`config.mk`:
```
export PLATFORM = sky130hd
export DESIGN_NAME = serial_gain_command_parser_unit
export DESIGN_NICKNAME = d
export VERILOG_FILES = /design/src/rtl/sgcp_pkg.sv /design/src/rtl/serial_gain_command_parser_unit.sv
export SDC_FILE = /design/constraint.sdc
export NUM_CORES = 1
export LEC_CHECK = 0
export BUFFER_PORTS_ARGS = -buffer_cell sky130_fd_sc_hd__buf_2
export CAP_MARGIN = 20
export CORE_MARGIN = 1
export CORE_UTILIZATION = 45
export DETAILED_ROUTE_END_ITERATION = 10
export SYNTH_ARGS = -nofsm -noshare
export SYNTH_HDL_FRONTEND = slang
export SYNTH_SLANG_ARGS = --single-unit
```
`constraint.sdc`:
```
create_clock -name clk -period 7.4 [get_ports clk]
set_clock_uncertainty 0.15 [all_clocks]
set_input_delay 1.48 -clock clk [delete_from_list [all_inputs] [get_ports clk]]
set_output_delay 1.48 -clock clk [all_outputs]
set_load 0.01 [all_outputs]
```
`src/rtl/sgcp_pkg.sv`:
```
`timescale 1ns / 1ps
// ----------------------------------------------------------------------------
// sgcp_pkg
// Shared types and codes of the serial gain command parser: the item structs,
// the command-mode codes and the character codes that the parser reacts to.
// ----------------------------------------------------------------------------
package sgcp_pkg;

  localparam int GAIN_WIDTH_DEF = 16;
  localparam int DUTY_WIDTH_DEF = 16;

  localparam int MODE_W = 4;

  // Command-mode codes.
  localparam logic [MODE_W-1:0] M_IDLE   = 4'd0;
  localparam logic [MODE_W-1:0] M_AFTER0 = 4'd1;
  localparam logic [MODE_W-1:0] M_AFTER9 = 4'd2;
  localparam logic [MODE_W-1:0] M_STOP0  = 4'd3;
  localparam logic [MODE_W-1:0] M_STOP1  = 4'd4;
  localparam logic [MODE_W-1:0] M_RESUME = 4'd5;
  localparam logic [MODE_W-1:0] M_GSEL   = 4'd6;
  localparam logic [MODE_W-1:0] M_CODE3  = 4'd7;
  localparam logic [MODE_W-1:0] M_PENT   = 4'd8;
  localparam logic [MODE_W-1:0] M_IENT   = 4'd9;
  localparam logic [MODE_W-1:0] M_DENT   = 4'd10;

  // Character codes.
  localparam logic [7:0] CHR_A  = 8'h41;
  localparam logic [7:0] CHR_CR = 8'h0D;
  localparam logic [7:0] CHR_0  = 8'h30;
  localparam logic [7:0] CHR_9  = 8'h39;
  localparam logic [7:0] CHR_P  = 8'h50;
  localparam logic [7:0] CHR_I  = 8'h49;
  localparam logic [7:0] CHR_D  = 8'h44;

  // Digit values that carry a command meaning.
  localparam logic [3:0] DIG_0 = 4'd0;
  localparam logic [3:0] DIG_1 = 4'd1;
  localparam logic [3:0] DIG_2 = 4'd2;
  localparam logic [3:0] DIG_3 = 4'd3;
  localparam logic [3:0] DIG_9 = 4'd9;

  typedef struct packed {
    logic [7:0]  rx_char;
    logic [15:0] motor_duty;
  } in_item_t;

  typedef struct packed {
    logic [MODE_W-1:0] mode;
    logic [15:0]       gain_p;
    logic [15:0]       gain_i;
    logic [15:0]       gain_d;
    logic              ready_flag;
    logic              duty_write;
    logic [15:0]       duty_value;
  } out_item_t;

endpackage

```
`src/rtl/serial_gain_command_parser_unit.sv`:
```
`timescale 1ns / 1ps
// ----------------------------------------------------------------------------
// serial_gain_command_parser_unit
// Command parser for received serial characters: stop/resume of the motor
// duty, decimal entry of the P, I and D gains, and a ready flag.
//
//   Channel   Direction  Handshake          Payload
//   in_*      input      in_valid/in_ready  in_item_t  (rx_char, motor_duty)
//   out_*     output     out_valid/out_ready out_item_t (mode, gains, flags)
//
// One item is taken per cycle while in_ready is high; its result is registered
// in the output register. The parser state updates in the accepting cycle.
// A skid register holds one extra result, so an item is still taken while
// the output register waits; in_ready drops only when both are full.
// Reset (rst_n low, synchronous) returns to idle with gains, flag and saved
// duty cleared.
// ----------------------------------------------------------------------------
module serial_gain_command_parser_unit #(
  parameter int GAIN_WIDTH = sgcp_pkg::GAIN_WIDTH_DEF,
  parameter int DUTY_WIDTH = sgcp_pkg::DUTY_WIDTH_DEF
) (
  input  logic                clk,
  input  logic                rst_n,
  input  logic                in_valid,
  output logic                in_ready,
  input  sgcp_pkg::in_item_t  in_data,
  output logic                out_valid,
  input  logic                out_ready,
  output sgcp_pkg::out_item_t out_data
);
  import sgcp_pkg::*;

  logic [MODE_W-1:0]     mode_r, mode_nxt;
  logic [GAIN_WIDTH-1:0] gain_p_r, gain_p_nxt;
  logic [GAIN_WIDTH-1:0] gain_i_r, gain_i_nxt;
  logic [GAIN_WIDTH-1:0] gain_d_r, gain_d_nxt;
  logic                  ready_r, ready_nxt;
  logic [DUTY_WIDTH-1:0] saved_duty_r, saved_duty_nxt;

  logic                  out_valid_r;
  out_item_t             out_data_r;
  logic                  skid_valid_r;
  out_item_t             skid_data_r;

  logic                  acc_in;
  logic                  acc_out;
  logic [7:0]            c;
  logic [3:0]            d;
  logic                  is_digit;
  logic [DUTY_WIDTH-1:0] duty_in;
  logic [GAIN_WIDTH-1:0] gain_sel;
  logic [GAIN_WIDTH-1:0] gain_acc;
  logic                  dw;
  logic [DUTY_WIDTH-1:0] dv;
  out_item_t             res;

  assign in_ready = !skid_valid_r;
  assign acc_in   = in_valid && in_ready;
  assign acc_out  = out_valid_r && out_ready;

  assign c        = in_data.rx_char;
  assign d        = 4'(c - CHR_0);
  assign is_digit = (c inside {[CHR_0:CHR_9]});
  assign duty_in  = DUTY_WIDTH'(in_data.motor_duty);

  // Gain of the current entry mode, times ten plus the digit.
  always_comb begin
    case (mode_r)
      M_PENT:  gain_sel = gain_p_r;
      M_IENT:  gain_sel = gain_i_r;
      default: gain_sel = gain_d_r;
    endcase
  end
  assign gain_acc = (gain_sel << 3) + (gain_sel << 1) + GAIN_WIDTH'(d);

  always_comb begin
    mode_nxt       = mode_r;
    gain_p_nxt     = gain_p_r;
    gain_i_nxt     = gain_i_r;
    gain_d_nxt     = gain_d_r;
    ready_nxt      = ready_r;
    saved_duty_nxt = saved_duty_r;
    dw             = 1'b0;
    dv             = '0;
    if (c == CHR_A) begin
      mode_nxt   = M_IDLE;
      gain_p_nxt = '0;
      gain_i_nxt = '0;
      gain_d_nxt = '0;
    end else if (c == CHR_CR) begin
      ready_nxt = !ready_r;
    end else if (is_digit) begin
      if (mode_r == M_AFTER9 && (d == DIG_0 || d == DIG_1)) begin
        mode_nxt       = (d == DIG_0) ? M_STOP0 : M_STOP1;
        saved_duty_nxt = duty_in;
        dw             = 1'b1;
        ready_nxt      = (d == DIG_1);
      end else if (mode_r == M_IDLE && d == DIG_0) begin
        mode_nxt = M_AFTER0;
      end else if (mode_r == M_IDLE && d == DIG_9) begin
        mode_nxt = M_AFTER9;
      end else if (mode_r == M_AFTER0 && d == DIG_1) begin
        mode_nxt  = M_RESUME;
        dw        = 1'b1;
        dv        = saved_duty_r;
        ready_nxt = 1'b1;
      end else if (mode_r == M_AFTER0 && d == DIG_2) begin
        mode_nxt = M_GSEL;
      end else if (mode_r == M_AFTER0 && d == DIG_3) begin
        mode_nxt = M_CODE3;
      end else if (mode_r == M_PENT) begin
        gain_p_nxt = gain_acc;
      end else if (mode_r == M_IENT) begin
        gain_i_nxt = gain_acc;
      end else if (mode_r == M_DENT) begin
        gain_d_nxt = gain_acc;
      end
    end else if (mode_r == M_GSEL) begin
      if (c == CHR_P) begin
        mode_nxt = M_PENT;
      end else if (c == CHR_I) begin
        mode_nxt = M_IENT;
      end else if (c == CHR_D) begin
        mode_nxt = M_DENT;
      end
    end
  end

  always_comb begin
    res.mode       = mode_nxt;
    res.gain_p     = 16'(gain_p_nxt);
    res.gain_i     = 16'(gain_i_nxt);
    res.gain_d     = 16'(gain_d_nxt);
    res.ready_flag = ready_nxt;
    res.duty_write = dw;
    res.duty_value = 16'(dv);
  end

  always_ff @(posedge clk) begin
    if (!rst_n) begin
      mode_r       <= M_IDLE;
      gain_p_r     <= '0;
      gain_i_r     <= '0;
      gain_d_r     <= '0;
      ready_r      <= 1'b0;
      saved_duty_r <= '0;
    end else if (acc_in) begin
      mode_r       <= mode_nxt;
      gain_p_r     <= gain_p_nxt;
      gain_i_r     <= gain_i_nxt;
      gain_d_r     <= gain_d_nxt;
      ready_r      <= ready_nxt;
      saved_duty_r <= saved_duty_nxt;
    end
  end

  // Output register with one skid entry behind it.
  always_ff @(posedge clk) begin
    if (!rst_n) begin
      out_valid_r  <= 1'b0;
      skid_valid_r <= 1'b0;
    end else if (skid_valid_r) begin
      if (acc_out) begin
        skid_valid_r <= 1'b0;
      end
    end else if (acc_in) begin
      if (out_valid_r && !out_ready) begin
        skid_valid_r <= 1'b1;
      end else begin
        out_valid_r <= 1'b1;
      end
    end else if (acc_out) begin
      out_valid_r <= 1'b0;
    end
  end

  always_ff @(posedge clk) begin
    if (skid_valid_r) begin
      if (acc_out) begin
        out_data_r <= skid_data_r;
      end
    end else if (acc_in) begin
      if (out_valid_r && !out_ready) begin
        skid_data_r <= res;
      end else begin
        out_data_r <= res;
      end
    end
  end

  assign out_valid = out_valid_r;
  assign out_data  = out_data_r;

endmodule

```
==> results.py, run 1 <==
metrics = {
    "logic_synthesis": {
        "ys_seq_area_share_pct": 54.4,
        "synthCells": 944,
        "syn_area_per_cell_sq_um": 11.0,
        "synth_fp_nets": 1000,
        "ys.flop_type": "edfxtp_1",
        "synth_async_sr_flop_share_pct": 0,
        "synth.ff_latch_count": 211,
        "ys_warn_count": 0,
        "synth.distinct_cells": 68,
        "netlist_area_sq_mm": 0.0103,
        "synth_edf_count": 140,
    },
    "global_routing": {
        "grtUsageTotal_pct": 20.9,
        "grt_max_degree": 76,
        "grt.overflow.total": 0,
        "grt_pass1_vias": 6939,
        "antenna_found_initial": 0,
        "grt_pass1_wl_microns": 38600,
    },
    "critical_path": {
        "start_kind": "flop",
        "cp.arrival_ns": 4.70,
        "worstPathRequired_ns": 7.50,
        "end_kind": "flop",
        "critical_path_class": "flop to flop",
        "worstPathMaxFanout": 26,
    },
    "floorplan": {
        "placementRows": 55,
        "dieArea_sq_mm": 0.0236,
        "die_x_microns": 154,
        "die_h_microns": 154,
        "ios": 100,
        "initial_core_util_pct": 45.8,
        "coreArea_sq_mm": 0.0226,
    },
    "power_and_ir_drop": {
        "p_per_area_mw_per_mm2": 220,
        "power.leakage_nw": 4.30,
        "netSwitchingPower_mw": 0.569,
        "pwr-share-clk_pct": 43.9,
        "comb_power_share_pct": 5.5,
        "switching_share_pct": 22.0,
        "peakVddDrop_uv": 122,
        "p_int_mw": 2.02,
        "total_power_mw": 2.59,
        "share_seq_of_total_power_pct": 50.6,
    },
    "routing": {
        "vias": 7319,
        "drc": 0,
        "drt-vias-per-instance": 5.54,
        "drt_iter0_markers": 682,
        "dr.pass1.iters": 5,
        "wl_per_cell_microns": 18.5,
        "finalWirelength_microns": 24500,
        "ant_nets": 0,
    },
    "placement": {
        "place_area_sq_mm": 0.0110,
        "port_buffers": 99,
        "gp_congestion": 0.859,
        "dp_hpwl_microns": 16000,
    },
    "clock_network": {
        "cts_resized": 0,
        "cts_root_buf": "clkbuf_16",
        "clock_latency_ns": 0.51,
        "cts.sinks": 211,
        "path_clk_slew_ns": 0.06,
        "ctsHoldBuffers": 0,
        "postCtsSetupBuffers": 0,
        "clock_path_buffers": 3,
        "htree_levels": 1,
        "cts_made_buffers": 24,
        "cts_tree": "built",
    },
    "timing": {
        "setup_viol": 0,
        "report.final.slew_viol_count": 0,
        "finalHoldViolCount": 0,
        "worst_pin_slew_ns": 1.13,
        "slew_headroom_pct": 24.7,
        "fmax_mhz": 217,
        "finalCritPeriodShare_pct": 62.2,
        "tns_ns": 0,
        "rsz0062_at_grt": "false",
        "fin_crit_ns": 4.60,
    },
    "run": {
        "drv_cap": 0,
    },
    "layout": {
        "stdcell_area_sq_mm": 0.0118,
        "n_antenna_cell": 0,
        "layout-drive-gt1-share_pct": 19.0,
        "area_growth_syn_to_layout_pct": 14.1,
        "finalNetCount": 1075,
        "fill_cells": 2011,
        "fin_util_pct": 52.3,
    },
    "worst_hold_path": {
        "min_path_type": "flop to flop",
    },
    "outcome": {
        "outcome": "complete, no violations",
    },
}
[Yosys cell counts (all sizes together) (4+ instances only)]
cell type,n,area [sq um]
dfxtp,71,1420
a22oi,31,233
nor2,69,262
a21boi,24,180
mux2,22,248
nor3b,6,66.3
o31ai,39,293
a21oi,28,140
o21a,4,30.0
xnor2,8,104
buf,33,185
mux2i,52,521
nand2,137,524
xor2,8,70.1
ha,26,325
o21ai,54,293
edfxtp,140,4200
and3,4,25.0
nor2b,38,238
nand2b,4,25.0
nand3,16,85.1
clkbuf,31,116
inv,17,63.8
and2,19,119
nor3,16,129
[flip-flops by register name, summed over array words and instances, names as in the netlist, 4 cells and up]
register	count
gain_d_r	16
skid_data_r	70
mode_r	4
out_data	70
saved_duty_r	16
gain_i_r	16
gain_p_r	16
[per-stage QoR]
step | cells | setup WS, ns | hold WS (ns)
after floorplan | 944 | 1.20 | 0.276
after global placement | 1276 | 2.79 | 0.283
after detailed placement | 1277 | 2.77 | 0.289
after CTS | 1321 | 2.82 | 0.297
after global routing | 1322 | 2.33 | 0.306
final | 1322 | 2.80 | 0.293
[layout make-up]
| type | count | area, sq um | share of cell area [%] |
|---|---|---|---|
| inverter | 17 | 63.8 | 0.541 |
| tap | 285 | 357 | 3.02 |
| multi-input combinational | 652 | 4360 | 37.0 |
| timing repair buffer | 113 | 641 | 5.43 |
| sequential | 211 | 5630 | 47.7 |
| clock inverter | 9 | 68.8 | 0.583 |
| clock buffer | 35 | 683 | 5.79 |
[cells by family after synthesis]
family / after synthesis / synth area share [%]
xor gates and xnor gates: 16 / 1.68
and+or+nand+nor: 328 / 15.7
DFF: 211 / 54.4
buffers and inverters: 81 / 3.53
adders and majority gates: 28 / 3.53
AOI/OAI and AO/OA: 206 / 13.7
muxes: 74 / 7.43
[layout by cell type, fill, tap and decap left out, types with 21 or more instances in the layout]
cell type	netlist	routed
o31ai_1	39	39
a22oi_1	31	31
mux2_2	22	22
nand2_1	135	135
ha_1	26	26
dfxtp_1	71	70
o21ai_0	45	45
a21boi_0	21	21
edfxtp_1	140	140
clkbuf_16	0	25
buf_2	19	99
nor2b_1	38	38
nor2_1	68	68
mux2i_1	52	52
a21oi_1	28	27
[worst max-delay path: stages (launching register included)]
cell      delay [ns]
dfxtp_1         0.56
or3b_1          0.81
o21ai_0         0.33
ha_1            0.36
ha_1            0.19
inv_1           0.08
fa_1            0.46
nor2b_1         0.17
o31a_1          0.27
o31ai_1         0.13
nand4b_1        0.13
o311ai_0        0.29
mux2i_1         0.28
o21ai_0         0.12
[per-layer routing]
layer / part of all wire, % / routed length [microns] / GRT usage, % / vias up
li1: - / - / - / 3583
met5: 0 / 0 / 0 / -
met4: 1.3 / 325 / 4.05 / 0
met3: 4.8 / 1180 / 2.93 / 25
met2: 47 / 11600 / 34.4 / 190
met1: 46 / 11400 / 29.5 / 3521
[path summary, 6_finish.rpt]
| kind | start | endpoint | slack, ns | depth (start not counted) |
|---|---|---|---|---|
| max reg2reg | mode_r[1]$_SDFFE_PN0P_ | out_data[64]$_DFFE_PP_ | 2.80 | 13 |
| min | saved_duty_r[10]$_SDFFE_PN0P_ | saved_duty_r[10]$_SDFFE_PN0P_ | 0.29 | 2 |
| min reg2reg | saved_duty_r[10]$_SDFFE_PN0P_ | saved_duty_r[10]$_SDFFE_PN0P_ | 0.29 | 2 |
| max | mode_r[1]$_SDFFE_PN0P_ | out_data[64]$_DFFE_PP_ | 2.80 | 13 |
[power groups by stage]
stage / clock network, mW / registers [mW] / logic (mW)
after CTS: 1.16 / 1.31 / 0.144
after floorplan: 0 / 1.35 / 0.0597
after global placement: 0 / 1.34 / 0.140
final: 1.14 / 1.31 / 0.142
after detailed placement: 0 / 1.34 / 0.144
after global routing: 1.21 / 1.31 / 0.155
Power figures use the tool's default switching activity.
==> inputs of run 2 (changes only) <==
--- a/config.mk
+++ b/config.mk
@@ -5,11 +5,13 @@
 export SDC_FILE = /design/constraint.sdc
 export NUM_CORES = 1
 export LEC_CHECK = 0
+export ABC_AREA = 1
 export BUFFER_PORTS_ARGS = -buffer_cell sky130_fd_sc_hd__buf_2
 export CAP_MARGIN = 20
 export CORE_MARGIN = 1
 export CORE_UTILIZATION = 45
 export DETAILED_ROUTE_END_ITERATION = 10
+export PLACE_DENSITY = 0.66
 export SYNTH_ARGS = -nofsm -noshare
 export SYNTH_HDL_FRONTEND = slang
 export SYNTH_SLANG_ARGS = --single-unit
==> constraint.sdc (replaced) <==
create_clock -name clk -period 4 [get_ports clk]
set_clock_uncertainty 0.15 [all_clocks]
set_input_delay 0.8 -clock clk [delete_from_list [all_inputs] [get_ports clk]]
set_output_delay 0.8 -clock clk [all_outputs]
set_load 0.01 [all_outputs]
==> run 2 against run 1 <==
  * The run now ends with DRC left
  * Design area up 0.19%
  * Critical endpoint is now out_data[60]$_DFFE_PP_
  * Flip-flop and latch count did not move
  * Critical path depth increased by 6
  * Via count up 5.0%
  * Die area is 1.4% lower
  * Wire length rose by 1.2%
==> results.py, run 2 <==
metrics = {
    "timing": {
        "holdWs_ns": 0.342,
        "report.final.slew_viol_count": 0,
        "fmax_mhz": 264,
        "finalHoldViolCount": 0,
        "fin_crit_ns": 3.79,
        "finalCritPeriodShare_pct": 94.6,
        "setup_ws_ns": 0.214,
        "slew_headroom_pct": 34.7,
        "rsz0062_at_grt": "true",
        "setup_viol": 0,
        "worst_pin_slew_ns": 0.979,
    },
    "logic_synthesis": {
        "muxShareOfSynthArea_pct": 0,
        "synth_top_cell_area_share_pct": 41.3,
        "synth_xor_area_share_pct": 0.688,
        "synth_fp_nets": 1161,
        "synth_top_cells_by_count": "nand2_1 (187), inv_1 (162), edfxtp_1 (140), o21ai_0 (123), a21oi_1 (80)",
        "synthCells": 1105,
        "yosysMostFrequentCell": "nand2_1",
        "synth.distinct_cells": 47,
        "synthSimpleGateAreaFrac_pct": 14.8,
        "ys.flop_type": "edfxtp_1",
        "synth_edf_count": 140,
        "synth_async_sr_flop_share_pct": 0,
        "synth_compound_area_share_pct": 16.9,
        "synth_top_cell_by_area": "edfxtp_1",
        "synth_fa_ha_area_share_pct": 3.59,
        "netlist_area_sq_mm": 0.0102,
        "ys_seq_area_share_pct": 55.2,
        "synth_area_leaders": "edfxtp_1 (41%), dfxtp_1 (14%), nand2_1 (6.9%)",
        "synth.ff_latch_count": 211,
        "ys_warn_count": 0,
        "synth_top_family_by_area": "compound AO/OA/AOI/OAI gates",
        "syn_area_per_cell_sq_um": 9.22,
    },
    "floorplan": {
        "ios": 100,
        "coreArea_sq_mm": 0.0220,
        "placementRows": 54,
        "initial_core_util_pct": 46.2,
        "die_h_microns": 152,
        "die_x_microns": 152,
        "dieArea_sq_mm": 0.0232,
    },
    "placement": {
        "gp_congestion": 0.895,
        "place_area_sq_mm": 0.0110,
        "dp_hpwl_microns": 17700,
        "port_buffers": 99,
        "pre_cts_ws_ns": -0.121,
    },
    "clock_network": {
        "clock_latency_ns": 0.53,
        "htree_levels": 1,
        "cts.sinks": 211,
        "cts_root_buf": "clkbuf_16",
        "cts_made_buffers": 23,
        "clock_path_buffers": 3,
        "cts_tree": "built",
        "path_clk_slew_ns": 0.06,
    },
    "layout": {
        "multi_input_area_sq_mm": 0.00373,
        "finalNetCount": 1258,
        "layout-drive-gt1-share_pct": 18.0,
        "n_antenna_cell": 0,
        "seq_area_sq_mm": 0.00563,
        "stdcell_area_sq_mm": 0.0118,
        "final_common_cell": "nand2_1",
        "final_cell_mix": "nand2_1 (186), inv_1 (160), edfxtp_1 (140)",
        "fill_cells": 2019,
        "area_growth_syn_to_layout_pct": 16.1,
    },
    "power_and_ir_drop": {
        "peakVddDrop_uv": 351,
        "power.leakage_nw": 5.35,
        "p_per_area_mw_per_mm2": 464,
    },
    "global_routing": {
        "grt.overflow.total": 0,
        "grt_pass1_vias": 7410,
        "grt_pass1_wl_microns": 40000,
        "grt_max_degree": 107,
        "antenna_found_initial": 0,
        "grtUsageTotal_pct": 21.6,
    },
    "critical_path": {
        "end_kind": "flop",
        "cp.arrival_ns": 4.01,
        "rrSetupSlack_ns": 0.21,
        "start_kind": "flop",
        "critical_path_class": "flop to flop",
        "worstPathMaxFanout": 8,
        "rr_startpoint": "mode_r[3]$_SDFFE_PN0P_",
        "worstPathRequired_ns": 4.22,
        "startpoint": "mode_r[3]$_SDFFE_PN0P_",
    },
    "routing": {
        "wl_met1_microns": 11400,
        "drc": 12,
        "drt_iter0_markers": 582,
        "wl_met2_microns": 11800,
        "highest-signal-layer": "met4",
        "dr.pass1.iters": 10,
        "drt-vias-per-instance": 5.13,
        "finalWirelength_microns": 24800,
        "vias": 7684,
        "ant_nets": 0,
        "wl_met3_microns": 1150,
        "wl_per_cell_microns": 16.5,
    },
    "worst_hold_path": {
        "min_from": "in_data[5]",
        "min_path_type": "primary input to flop",
    },
    "outcome": {
        "outcome": "finished with violations",
        "failed_checks": "DRC",
    },
    "run": {
        "drv_cap": 0,
    },
}
## run 2: cell types whose count changed in the layout (fill, tap and decap cells not counted), moves of 25 or more
cell / previous run / this run
a21oi_1: 27 / 80
mux2i_1: 52 / 0
o21ai_1: 5 / 30
nor2b_1: 38 / 0
nand3_1: 15 / 54
inv_1: 17 / 160
o21ai_0: 45 / 119
a22oi_1: 31 / 0
nand2_1: 135 / 186
o31ai_1: 39 / 0
## run 2: worst max-delay path: stages (launching register included)
cell and delay [ns]:
dfxtp_1 0.42, inv_2 0.08, nor2_4 0.18, nand2_1 0.19, inv_2 0.18, a221oi_2 0.10
ha_1 0.30, ha_1 0.15, inv_1 0.07, fa_1 0.46, inv_1 0.10, nand3_1 0.08
nand2_1 0.16, nand3_1 0.09, nand2_1 0.12, xor2_2 0.29, inv_1 0.08, nand2_1 0.06
nand3_1 0.13, o21ai_1 0.22
## run 2: path summary, 6_finish.rpt
path                                   to  cells past startpoint
max                out_data[60]$_DFFE_PP_                     19
min          saved_duty_r[5]$_SDFFE_PN0P_                      3
max reg2reg        out_data[60]$_DFFE_PP_                     19
min reg2reg  saved_duty_r[8]$_SDFFE_PN0P_                      2
## run 2: what timing repair did
item,4_1_cts,5_1_grt
hold buffers,0,0
gates cloned,0,0
endpoints found under the hold margin,0,0
resized for setup,3,12
setup endpoints to repair,3,17
buffers inserted,0,0
## run 2: logic make-up (layout without fill, tap and decap cells)
logic type / count (synthesis) / count (layout)
AOI/OAI and AO/OA: 287 / 287
xor gates and xnor gates: 8 / 8
adders and majority gates: 28 / 28
buffers and inverters: 225 / 339
DFF: 211 / 211
and+or+nand+nor: 346 / 346
## run 2: layer usage
layer  vias up  global-route usage (%)
met3        29                    2.62
met5         -                       0
met1      3562                    29.6
met2       177                    36.6
met4         0                    4.71
li1       3916                       -
## run 2: power breakdown
part | internal, mW | switching (mW) | leakage, nW | total [mW]
registers | 2.47 | 0.0572 | 1.94 | 2.53
clock network | 1.24 | 0.868 | 0.358 | 2.11
logic | 0.284 | 0.560 | 3.05 | 0.844
## run 2: area by class of cell
type / count / share of cell area (%)
repair buffers: 124 / 6.10
clock inverters: 8 / 0.921
well taps: 280 / 2.96
flip-flops and latches: 211 / 47.6
inverters: 173 / 5.49
clock buffers: 34 / 5.39
multi-input cells: 669 / 31.5
## run 2: through the flow
stage               TNS [ns]  instances  total power, mW  utilization (%)
global placement     -0.0628       1456             3.39             49.9
CTS                        0       1499             5.51             53.5
finish                     0       1499             5.48             53.7
detailed placement    -0.222       1457             3.40             50.0
floorplan                  0       1105             3.09                -
global route         -0.0426       1499             5.71             53.7
